### config.mk
export PLATFORM = sky130hd
export DESIGN_NAME = baud_divisor_search
export DESIGN_NICKNAME = d
export VERILOG_FILES = /design/src/rtl/core/bds_pkg.sv /design/src/rtl/core/bds_ctrl.sv /design/src/rtl/core/bds_dp.sv /design/src/rtl/core/baud_divisor_search.sv
export SDC_FILE = /design/constraint.sdc
export NUM_CORES = 1
export LEC_CHECK = 0
export BUFFER_PORTS_ARGS = -buffer_cell sky130_fd_sc_hd__buf_2
export CAP_MARGIN = 20
export CORE_UTILIZATION = 54
export CTS_BUF_LIST = sky130_fd_sc_hd__clkbuf_8 sky130_fd_sc_hd__clkbuf_16
export CTS_CLUSTER_SIZE = 16
export DETAILED_ROUTE_END_ITERATION = 7
export GPL_TIMING_DRIVEN = 0
export PLACE_DENSITY = 0.77
export SLEW_MARGIN = 20
export SYNTH_ARGS = -nofsm -noshare
export SYNTH_HDL_FRONTEND = slang
export SYNTH_HIERARCHICAL = 1
export SYNTH_SLANG_ARGS = --single-unit
### constraint.sdc
create_clock -name i_clk -period 9.5 [get_ports i_clk]
set_input_delay 1.9 -clock i_clk [delete_from_list [all_inputs] [get_ports i_clk]]
set_output_delay 1.9 -clock i_clk [all_outputs]
set_load 0.005 [all_outputs]
### src/rtl/core/bds_pkg.sv
// bds_pkg: shared constants and controller/datapath interface structs
// for the baud divisor search block. No dependencies.
`default_nettype none
package bds_pkg;

    localparam logic [31:0] CORE_CLOCK_RESET      = 32'd48000000;
    localparam int          PRESCALER_COUNT_DEF   = 8;
    localparam int          DIVIDER_COUNT_DEF     = 9;

    // Index widths cover the full parameter range (counts up to 16).
    localparam int          PIDX_W                = 4;
    localparam int          DIDX_W                = 4;
    localparam int          DIVISOR_W             = PIDX_W + 1;
    localparam int          BUS_W                 = 31;
    localparam int          BIT_CNT_W             = 5;

    typedef struct packed {
        logic              take;       // latch request, clear nothing else
        logic              div_init;   // load bus clock and prescaler divisor
        logic              div_step;   // one restoring divide step
        logic              scan_step;  // evaluate one divider exponent
        logic              first;      // first pair of the scan
        logic              load_out;   // move best pair to output register
        logic [PIDX_W-1:0] p;
        logic [DIDX_W-1:0] d;
    } t_cmd;

    typedef struct packed {
        logic div_last;   // current divide step is the last one
        logic out_free;   // output register can take a result this cycle
    } t_sts;

endpackage
`default_nettype wire

### src/rtl/core/bds_ctrl.sv
// bds_ctrl: search sequencer; walks prescaler and divider indexes and
// issues datapath commands. Depends on bds_pkg.
`default_nettype none
module bds_ctrl #(
    parameter int PRESCALER_COUNT = bds_pkg::PRESCALER_COUNT_DEF,
    parameter int DIVIDER_COUNT   = bds_pkg::DIVIDER_COUNT_DEF
) (
    input  wire logic          i_clk,
    input  wire logic          i_rst_n,
    input  wire logic          i_in_valid,
    output logic               o_in_ready,
    input  wire bds_pkg::t_sts i_sts,
    output bds_pkg::t_cmd      o_cmd
);
    import bds_pkg::*;

    typedef enum logic [2:0] {
        S_IDLE,
        S_DIV_INIT,
        S_DIV,
        S_SCAN,
        S_FINISH
    } t_state;

    localparam logic [PIDX_W-1:0] P_LAST = PIDX_W'(PRESCALER_COUNT - 1);
    localparam logic [DIDX_W-1:0] D_LAST = DIDX_W'(DIVIDER_COUNT - 1);

    t_state            r_state;
    logic [PIDX_W-1:0] r_p;
    logic [DIDX_W-1:0] r_d;

    always_ff @(posedge i_clk) begin
        if (!i_rst_n) begin
            r_state <= S_IDLE;
            r_p     <= '0;
            r_d     <= '0;
        end else begin
            case (r_state)
                S_IDLE: begin
                    if (i_in_valid) begin
                        r_p     <= '0;
                        r_d     <= '0;
                        r_state <= S_DIV_INIT;
                    end
                end
                S_DIV_INIT: begin
                    r_d     <= '0;
                    r_state <= S_DIV;
                end
                S_DIV: begin
                    if (i_sts.div_last) begin
                        r_state <= S_SCAN;
                    end
                end
                S_SCAN: begin
                    if (r_d == D_LAST) begin
                        if (r_p == P_LAST) begin
                            r_state <= S_FINISH;
                        end else begin
                            r_p     <= r_p + PIDX_W'(1);
                            r_state <= S_DIV_INIT;
                        end
                    end else begin
                        r_d <= r_d + DIDX_W'(1);
                    end
                end
                S_FINISH: begin
                    if (i_sts.out_free) begin
                        r_state <= S_IDLE;
                    end
                end
                default: r_state <= S_IDLE;
            endcase
        end
    end

    assign o_in_ready = (r_state == S_IDLE);

    always_comb begin
        o_cmd           = '0;
        o_cmd.p         = r_p;
        o_cmd.d         = r_d;
        o_cmd.take      = (r_state == S_IDLE) && i_in_valid;
        o_cmd.div_init  = (r_state == S_DIV_INIT);
        o_cmd.div_step  = (r_state == S_DIV);
        o_cmd.scan_step = (r_state == S_SCAN);
        o_cmd.first     = (r_p == '0) && (r_d == '0);
        o_cmd.load_out  = (r_state == S_FINISH) && i_sts.out_free;
    end

endmodule
`default_nettype wire

### src/rtl/core/bds_dp.sv
// bds_dp: clock register, restoring divider, error compare, best-pair
// tracking and output register. Depends on bds_pkg.
`default_nettype none
module bds_dp (
    input  wire logic          i_clk,
    input  wire logic          i_rst_n,
    input  wire logic          i_cfg_valid,
    input  wire logic [31:0]   i_cfg_data,
    input  wire logic [31:0]   i_target_baud,
    input  wire bds_pkg::t_cmd i_cmd,
    output bds_pkg::t_sts      o_sts,
    output logic               o_out_valid,
    input  wire logic          i_out_ready,
    output logic [2:0]         o_best_prescaler,
    output logic [3:0]         o_best_divider,
    output logic [30:0]        o_achieved_baud,
    output logic [31:0]        o_baud_error
);
    import bds_pkg::*;

    logic [31:0]          r_core_clk;
    logic [31:0]          r_target;
    logic [BUS_W-1:0]     r_dvd;      // dividend in, quotient out
    logic [DIVISOR_W-1:0] r_rem;
    logic [DIVISOR_W-1:0] r_divisor;
    logic [BIT_CNT_W-1:0] r_bit;
    logic [31:0]          r_best_err;
    logic [BUS_W-1:0]     r_best_rate;
    logic [PIDX_W-1:0]    r_best_p;
    logic [DIDX_W-1:0]    r_best_d;
    logic                 r_out_valid;
    logic [2:0]           r_out_p;
    logic [3:0]           r_out_d;
    logic [30:0]          r_out_rate;
    logic [31:0]          r_out_err;

    logic [DIVISOR_W:0]   w_trial;
    logic                 w_ge;
    logic [DIVISOR_W:0]   w_diff;
    logic [BUS_W-1:0]     w_rate;
    logic [31:0]          w_rate_ext;
    logic [31:0]          w_err;
    logic                 w_take;

    assign w_trial    = {r_rem, r_dvd[BUS_W-1]};
    assign w_ge       = (w_trial >= {1'b0, r_divisor});
    assign w_diff     = w_trial - {1'b0, r_divisor};

    // Divider exponent d divides the prescaled clock by 2^(d+1).
    assign w_rate     = (r_dvd >> 1) >> i_cmd.d;
    assign w_rate_ext = {1'b0, w_rate};
    assign w_err      = (w_rate_ext < r_target) ? (r_target - w_rate_ext)
                                                : (w_rate_ext - r_target);
    assign w_take     = i_cmd.first || (w_err < r_best_err);

    always_ff @(posedge i_clk) begin
        if (!i_rst_n) begin
            r_core_clk  <= CORE_CLOCK_RESET;
            r_out_valid <= 1'b0;
        end else begin
            if (i_cfg_valid) begin
                r_core_clk <= i_cfg_data;
            end
            if (i_cmd.load_out) begin
                r_out_valid <= 1'b1;
            end else if (i_out_ready) begin
                r_out_valid <= 1'b0;
            end
        end
    end

    always_ff @(posedge i_clk) begin
        if (i_cmd.take) begin
            r_target <= i_target_baud;
        end
        if (i_cmd.div_init) begin
            r_dvd     <= r_core_clk[31:1];
            r_rem     <= '0;
            r_divisor <= DIVISOR_W'(i_cmd.p) + DIVISOR_W'(1);
            r_bit     <= BIT_CNT_W'(BUS_W - 1);
        end else if (i_cmd.div_step) begin
            r_dvd <= {r_dvd[BUS_W-2:0], w_ge};
            r_rem <= w_ge ? w_diff[DIVISOR_W-1:0] : w_trial[DIVISOR_W-1:0];
            r_bit <= r_bit - BIT_CNT_W'(1);
        end
        if (i_cmd.scan_step && w_take) begin
            r_best_err  <= w_err;
            r_best_rate <= w_rate;
            r_best_p    <= i_cmd.p;
            r_best_d    <= i_cmd.d;
        end
        if (i_cmd.load_out) begin
            r_out_p    <= 3'(r_best_p);
            r_out_d    <= 4'(r_best_d);
            r_out_rate <= r_best_rate;
            r_out_err  <= r_best_err;
        end
    end

    assign o_sts.div_last   = (r_bit == '0);
    assign o_sts.out_free   = !r_out_valid || i_out_ready;
    assign o_out_valid      = r_out_valid;
    assign o_best_prescaler = r_out_p;
    assign o_best_divider   = r_out_d;
    assign o_achieved_baud  = r_out_rate;
    assign o_baud_error     = r_out_err;

endmodule
`default_nettype wire

### src/rtl/core/baud_divisor_search.sv
// baud_divisor_search: top level; ties the search sequencer to the datapath.
// Depends on bds_pkg, bds_ctrl, bds_dp.
//
// Usage:
//   Config channel (i_cfg_valid / o_cfg_ready / i_cfg_data) writes the core
//   clock in hertz; o_cfg_ready is always high. Write only while idle.
//   Input channel (i_in_valid / o_in_ready / i_target_baud) takes one
//   requested bit rate. Output channel (o_out_valid / i_out_ready) returns
//   the best prescaler code, divider exponent, achieved rate and error.
//   Each prescaler runs a 31-step restoring divide of the bus clock (one
//   quotient bit per cycle), then scans the divider exponents one by one
//   for shift, error and compare. One request at a time: o_in_ready is
//   high only while the sequencer idles. A result waits in the output
//   register; the next request may be taken meanwhile, and if the receiver
//   still stalls when that search finishes, the sequencer holds its result
//   until the register frees.
//   Reset: clock register returns to 48 MHz, no request or result pending.
//   Ties keep the first pair in prescaler-major order.
`default_nettype none
module baud_divisor_search #(
    parameter int PRESCALER_COUNT = bds_pkg::PRESCALER_COUNT_DEF,
    parameter int DIVIDER_COUNT   = bds_pkg::DIVIDER_COUNT_DEF
) (
    input  wire logic        i_clk,
    input  wire logic        i_rst_n,
    input  wire logic        i_cfg_valid,
    output logic             o_cfg_ready,
    input  wire logic [31:0] i_cfg_data,
    input  wire logic        i_in_valid,
    output logic             o_in_ready,
    input  wire logic [31:0] i_target_baud,
    output logic             o_out_valid,
    input  wire logic        i_out_ready,
    output logic [2:0]       o_best_prescaler,
    output logic [3:0]       o_best_divider,
    output logic [30:0]      o_achieved_baud,
    output logic [31:0]      o_baud_error
);
    import bds_pkg::*;

    t_cmd w_cmd;
    t_sts w_sts;

    // Config request always lands at once.
    assign o_cfg_ready = 1'b1;

    bds_ctrl #(
        .PRESCALER_COUNT (PRESCALER_COUNT),
        .DIVIDER_COUNT   (DIVIDER_COUNT)
    ) u_ctrl (
        .i_clk      (i_clk),
        .i_rst_n    (i_rst_n),
        .i_in_valid (i_in_valid),
        .o_in_ready (o_in_ready),
        .i_sts      (w_sts),
        .o_cmd      (w_cmd)
    );

    bds_dp u_dp (
        .i_clk            (i_clk),
        .i_rst_n          (i_rst_n),
        .i_cfg_valid      (i_cfg_valid),
        .i_cfg_data       (i_cfg_data),
        .i_target_baud    (i_target_baud),
        .i_cmd            (w_cmd),
        .o_sts            (w_sts),
        .o_out_valid      (o_out_valid),
        .i_out_ready      (i_out_ready),
        .o_best_prescaler (o_best_prescaler),
        .o_best_divider   (o_best_divider),
        .o_achieved_baud  (o_achieved_baud),
        .o_baud_error     (o_baud_error)
    );

    // Busy right after taking a request.
    a_busy_after_take: assert property (@(posedge i_clk) disable iff (!i_rst_n)
        (i_in_valid && o_in_ready) |=> !o_in_ready)
        else $error("input ready right after a request was taken");

    // Only one datapath command per cycle.
    a_one_cmd: assert property (@(posedge i_clk) disable iff (!i_rst_n)
        $onehot0({w_cmd.take, w_cmd.div_init, w_cmd.div_step,
                  w_cmd.scan_step, w_cmd.load_out}))
        else $error("conflicting datapath commands");

    // Never overwrite a result the receiver has not taken.
    a_no_overwrite: assert property (@(posedge i_clk) disable iff (!i_rst_n)
        w_cmd.load_out |-> (!o_out_valid || i_out_ready))
        else $error("result overwritten while stalled");

    // Reported divider exponent stays within the scanned range.
    a_div_range: assert property (@(posedge i_clk) disable iff (!i_rst_n)
        o_out_valid |-> (32'(o_best_divider) < 32'(DIVIDER_COUNT)))
        else $error("divider exponent out of range");

endmodule
`default_nettype wire
### Yosys cells after proc, flatten, opt, wreduce, memory -nomap -nowiden

Cells that the tools add are included.

* bits in registers: 262
* input bits: 69
* output and inout port bits: 73

* add/sub/neg operators: 7
* magnitude comparators: 3
* equality and inequality tests: 12
* shift-type cells: 1
* mux-type cells: 18
* reduce and logical (&&, ||, !) cells: 18

Operators by type and width (number)
* two-way mux 31 bit: 2
* less-than comparator 31 x 32 -> 1 bit: 1
* less-than comparator 32 bit: 1
* two-way mux 32 bit: 1
* subtractor 31 x 32 -> 32 bit: 1
* subtractor 32 x 31 -> 32 bit: 1
* >> shifter 30 x 4 -> 31 bit: 1
* two-way mux 4 bit: 4
* two-way mux 3 bit: 5
* one-hot mux 3 bit (5 select lines): 1
* one-hot mux 4 bit (3 select lines): 1
* adder 4 x 1 -> 4 bit, second input constant: 2
* zero test 4 bit: 2
* inequality test 2 bit, second input constant: 4
* one-hot mux 4 bit (2 select lines): 1
* AND reduction 4 bit: 2
* equality test 3 x 2 -> 1 bit, second input constant: 2
* >= comparator 6 x 5 -> 1 bit: 1
* nonzero test 2 bit: 3
* adder 4 x 1 -> 5 bit, second input constant: 1
* zero test 5 bit: 1
* two-way mux 5 bit: 1
* subtractor 5 x 1 -> 5 bit, second input constant: 1
* subtractor 5 bit: 1
* other kinds (12): 18

### Depth between registers and ports, before layout

* depth in word-level cells: 6
* gate-level depth with buffers: 30
* gate-level depth less buffers: 27

### Modules after synthesis

The synthesis kept the hierarchy.

Modules (own cells, without submodules)
* bds_dp: instances 1, cells each 1224, area each 13890.8 um2, sequential area each 7026.7 um2
* bds_ctrl: instances 1, cells each 81, area each 693.2 um2, sequential area each 220.2 um2
* baud_divisor_search: instances 1, cells each 2, area each 11.3 um2, sequential area each 0.0 um2

### Least setup slack after synthesis

Ideal clock, no wire load.

* kind: reg2reg
* start point: reg u_ctrl.r_d[0]
* end point: reg u_dp.r_best_d[0], enable pin
* library setup time: 0.519 ns
* data arrival time: 8.631 ns
* data required time: 8.981 ns
* setup slack: 0.350 ns
* cell stages (with the launch flop): 28
* path buffers: 3
* clock period less this slack: 9.150 ns
* cells stage by stage: dfxtp_1 -> buf_2 -> buf_1 -> mux2_2 -> o21ai_0 -> mux2i_1 -> nand2_1 -> o21a_1 -> ha_1 -> inv_1 -> fa_1 -> a211oi_2 -> o211ai_1 -> a41oi_2 -> a21oi_2 -> a41oi_2 -> buf_2 -> a31oi_1 -> xor2_1 -> ha_1 -> a21o_1 -> a21o_1 -> a21o_1 -> a21oi_1 -> o21ai_0 -> a21oi_1 -> o221ai_1 -> a21oi_1

* longest elaborated chain between the ends: 6

Ends and longest elaborated chain
* from (decl): line bds_ctrl.sv:30 `logic [DIDX_W-1:0] r_d;`
* from (signal assigned): line bds_ctrl.sv:64 `r_d <= r_d + DIDX_W'(1);`
* >> shifter 30 x 4 -> 31 bit (*): line bds_dp.sv:50 `assign w_rate = (r_dvd >> 1) >> i_cmd.d;`
* subtractor 31 x 32 -> 32 bit, or another cell as far along: line bds_dp.sv:53 `: (w_rate_ext - r_target);`
* two-way mux 32 bit (*): line bds_dp.sv:52 `assign w_err = (w_rate_ext < r_target) ? (r_target - w_rate_ext)`
* named net u_dp.w_err[25]: line bds_dp.sv:42 `logic [31:0] w_err;`
* less-than comparator 32 bit (*): line bds_dp.sv:54 `assign w_take = i_cmd.first || (w_err < r_best_err);`
* logical OR 1 bit (*): line bds_dp.sv:54
* logical AND 1 bit (*): line bds_dp.sv:86 `if (i_cmd.scan_step && w_take) begin`
* to (signal assigned): line bds_dp.sv:90 `r_best_d <= i_cmd.d;`
* to (decl): line bds_dp.sv:30 `logic [DIDX_W-1:0] r_best_d;`

Mark *: on every way through the listed nets, which the timed path passes. The rest lies on a longest branch.
A chain may end at the register's enable or synchronous reset.

### Final worst setup path

* start point: reg u_ctrl.r_d[0]
* end point: reg u_dp.r_best_p[0], enable pin

* longest elaborated chain between the ends: 6

Ends and longest elaborated chain
* >> shifter 30 x 4 -> 31 bit (*): line bds_dp.sv:50
* named net u_dp.w_rate[2]: line bds_dp.sv:40 `logic [BUS_W-1:0] w_rate;`
* subtractor 31 x 32 -> 32 bit, or another cell as far along: line bds_dp.sv:53
* two-way mux 32 bit (*): line bds_dp.sv:52
* named net u_dp.w_err[25]: line bds_dp.sv:42
* less-than comparator 32 bit (*): line bds_dp.sv:54
* logical OR 1 bit (*): line bds_dp.sv:54
* logical AND 1 bit (*): line bds_dp.sv:86
* to (signal assigned): line bds_dp.sv:89 `r_best_p <= i_cmd.p;`
* to (decl): line bds_dp.sv:29 `logic [PIDX_W-1:0] r_best_p;`

Marked as above.

==> run metrics <==
initial antenna violation count 0; startpoint types register; max-cap viol count 0; Vias/cell 5.697; Die H 166.4 µm; Yosys cell types 78; most common cell after layout, fill and taps aside edfxtp_1; Clk pin slew, worst setup/hold paths 0.06 ns; outcome finished, violations left; n_diodes 0; most frequent cells in the layout edfxtp_1 (206), buf_2 (160), inv_1 (142); DR pass1 iterations 7; period utilization 85.66%; post-route ant nets 0; vias in the first global route 10320; EDFF count, synth 206; CTS tree yes; detailed-route DRC error count 8; GP Congestion 0.9336; Async SR Flop Fraction 0%; share of the synthesized area in the top cell type 42.38%; initial drt markers 738; max_slew headroom 36.26%; Max Clk Rate 122.9 MHz; Hold Path Depth 0; power density cells 228.6 nW/µm²; Core Footprint 26280 µm²; CP Data Required Time 9.75 ns; final-report setup violation count 0; Hold WC Path Type register to register; slowest cell delay on critical path 0.54 ns; Worst path slowest cell a41oi_2; CTS Sinks 259; Die X 166.4 µm; GRT Overall Usage 24.91%; hold path startpoint u_dp/r_best_rate[27]; sequential element share of the synthesized area 49.65%; Tightest Pin Transition 0.9488 ns; Die ar. 27690 µm²; Layout area overhead 14.77%; setup TNS 0 ns; violated checks design-rule violations; clk_skew 0.02715 ns; post-synthesis register bit count 259; Worst-Skew Late Latency 0.55 ns; routed wire length 34330 µm; Fin. Hold Viols 0; Netlist Area Pre-Place 14600 µm²; RSZ-0062 raised after global routing false; first-pass GRT wire length 54700 µm; Final #Nets 1655; FF-to-FF setup slack 1.36 ns; Clk Tree Root Cell clkbuf_16; Max Buffers Root-to-Sink 3; worst-path fanout max 23; Crit Path Class register to register; largest net degree at the start of global routing 58; Buffers on Ports 137; worst r2r src u_ctrl/r_d[0]; Ports 142; Worst R2R End u_dp/r_best_p[0]; CTS Hold Bufs 0; Worst VDD drop 0.1449 mV; # rows 59; top post-synthesis cells by area edfxtp_1 (42%), ha_1 (8.7%), dfxtp_1 (7.3%); average size of a mapped cell 11.17 µm²; CTS Buf Count 26; CTS H-tree lvls 1; syn_nets 1481; final global-route overflow total 0; Top FF cell, synth edfxtp_1; Register-to-Register Path Depth 30; Post-Synthesis Cells 1307; cell taking the most area after synthesis edfxtp_1; Vias 10460; Worst Path Buf+Inv 7; Period minus WS final 8.138 ns; post-CTS sizing 0; Setup Buffers After CTS 0; Starting Density 55.54%; CP arrival 8.39 ns; crit path launch u_ctrl/r_d[0]; Crit path max-delay family compound AO/OA/AOI/OAI gates; Synth warnings 6; Avg WL per Cell 18.70 µm; pre-CTS setup slack 1.495 ns; Detailed Place HPWL 26680 µm; min setup slack post-route 1.362 ns; leakage 6.898 nW; CP endpoint kind register; layout cells sized above 1 19.92%; max-slew violation count 0; Endpoint, Worst Hold u_dp/o_achieved_baud[27]
[synth_stat cells (4+ instances only)]
| cell type | number |
|---|---|
| nand2b_1 | 15 |
| nor4b_1 | 4 |
| o22ai_1 | 5 |
| a21o_1 | 40 |
| ha_1 | 102 |
| o21a_1 | 14 |
| clkbuf_1 | 28 |
| nand3_1 | 11 |
| buf_1 | 9 |
| nor2b_1 | 31 |
| or2_2 | 14 |
| dfxtp_1 | 53 |
| inv_1 | 133 |
| nand2_1 | 73 |
| buf_4 | 5 |
| a31oi_1 | 11 |
| a211oi_1 | 21 |
| edfxtp_1 | 206 |
| mux2i_1 | 70 |
| nor3_1 | 24 |
| nand3b_1 | 8 |
| buf_6 | 5 |
| mux4_2 | 10 |
| o21bai_1 | 5 |
| xor2_1 | 14 |
| nand4_1 | 15 |
| o22a_1 | 4 |
| a21oi_1 | 88 |
| nor4_1 | 5 |
| o211ai_1 | 8 |
| a221o_1 | 4 |
| mux2_2 | 45 |
| nor3b_1 | 6 |
| buf_2 | 18 |
| xnor2_1 | 21 |
| o21ai_0 | 61 |
| and4_1 | 4 |
| nor2_1 | 51 |
| a211o_1 | 4 |
[worst max path at each step]
| stage | end | slack, ns | depth (start not counted) |
|---|---|---|---|
| floorplan | u_dp/r_best_d[0] | 0.35 | 27 |
| global route | u_dp/r_best_p[1] | 0.84 | 30 |
| finish | u_dp/r_best_p[0] | 1.36 | 30 |
| CTS | u_dp/r_best_p[1] | 1.43 | 30 |
| detailed placement | u_dp/r_best_d[1] | 1.50 | 30 |
| global placement | u_dp/r_best_d[1] | -2.56 | 28 |
[through the flow]
step | cell area, µm² | hold WS [ns] | utilization [%] | total power (W) | cells
4_1_cts | 16750 | 0.4157 | 63.74 | 0.003842 | 1836
2_1_floorplan | 14600 | 0.4003 | - | 0.002430 | 1307
6_report | 16750 | 0.4171 | 63.74 | 0.003829 | 1836
3_5_place_dp | 15860 | 0.4045 | 60.34 | 0.002796 | 1788
5_1_grt | 16750 | 0.4210 | 63.74 | 0.004067 | 1836
3_3_place_gp | 15700 | 0.4027 | 59.74 | 0.002759 | 1779
[power by group]
part / switching [W] / leakage (nW) / total [W] / internal [W]
clock network: 0.000418 / 0.478 / 0.00103 / 0.000616
logic: 0.000809 / 4.10 / 0.00136 / 0.000548
registers: 0.0000639 / 2.32 / 0.00144 / 0.00137
total: 0.00129 / 6.90 / 0.00383 / 0.00254
[logic make-up after synthesis]
group	share of synthesized area, %
flops	49.65
buf+inv	5.658
simple gates	9.773
other cells	0.05146
compound gates	13.79
mux	9.816
xor+xnor	2.100
fa+ha+maj	9.156
[registers in the layout, summed over array words and instances (netlist names)]
signal	count
u_dp/o_baud_error	32
u_dp/r_best_err	32
u_dp/r_target	32
u_dp/r_core_clk	31
u_dp/r_dvd	31
u_dp/o_achieved_baud	30
u_dp/r_best_rate	30
u_dp/r_bit	5
u_dp/r_divisor	5
u_dp/r_rem	5
u_ctrl/r_d	4
u_ctrl/r_p	4
u_dp/o_best_divider	4
u_dp/r_best_d	4
u_ctrl/r_state	3
u_dp/o_best_prescaler	3
u_dp/r_best_p	3
u_dp/o_out_valid	1
[cell type report]
cell class	count	area, µm²
clock inverter	12	48.80
multi-input combinational	849	6545
inverter	134	503.0
buffer	65	322.8
timing repair buffer	146	820.8
tap	335	419.2
sequential	259	7247
fill	2086	9529
clock buffer	36	844.6
[layer usage]
| layer | vias to the layer above | track usage [%] | part of all wire [%] |
|---|---|---|---|
| li1 | 5110 | - | - |
| met1 | 4955 | 33.62 | 45 |
| met2 | 332 | 41.25 | 47 |
| met3 | 63 | 4.385 | 6.0 |
| met4 | 0 | 7.085 | 2.6 |
| met5 | - | 0 | 0 |
Note: power is estimated with default switching activity, not from simulation.
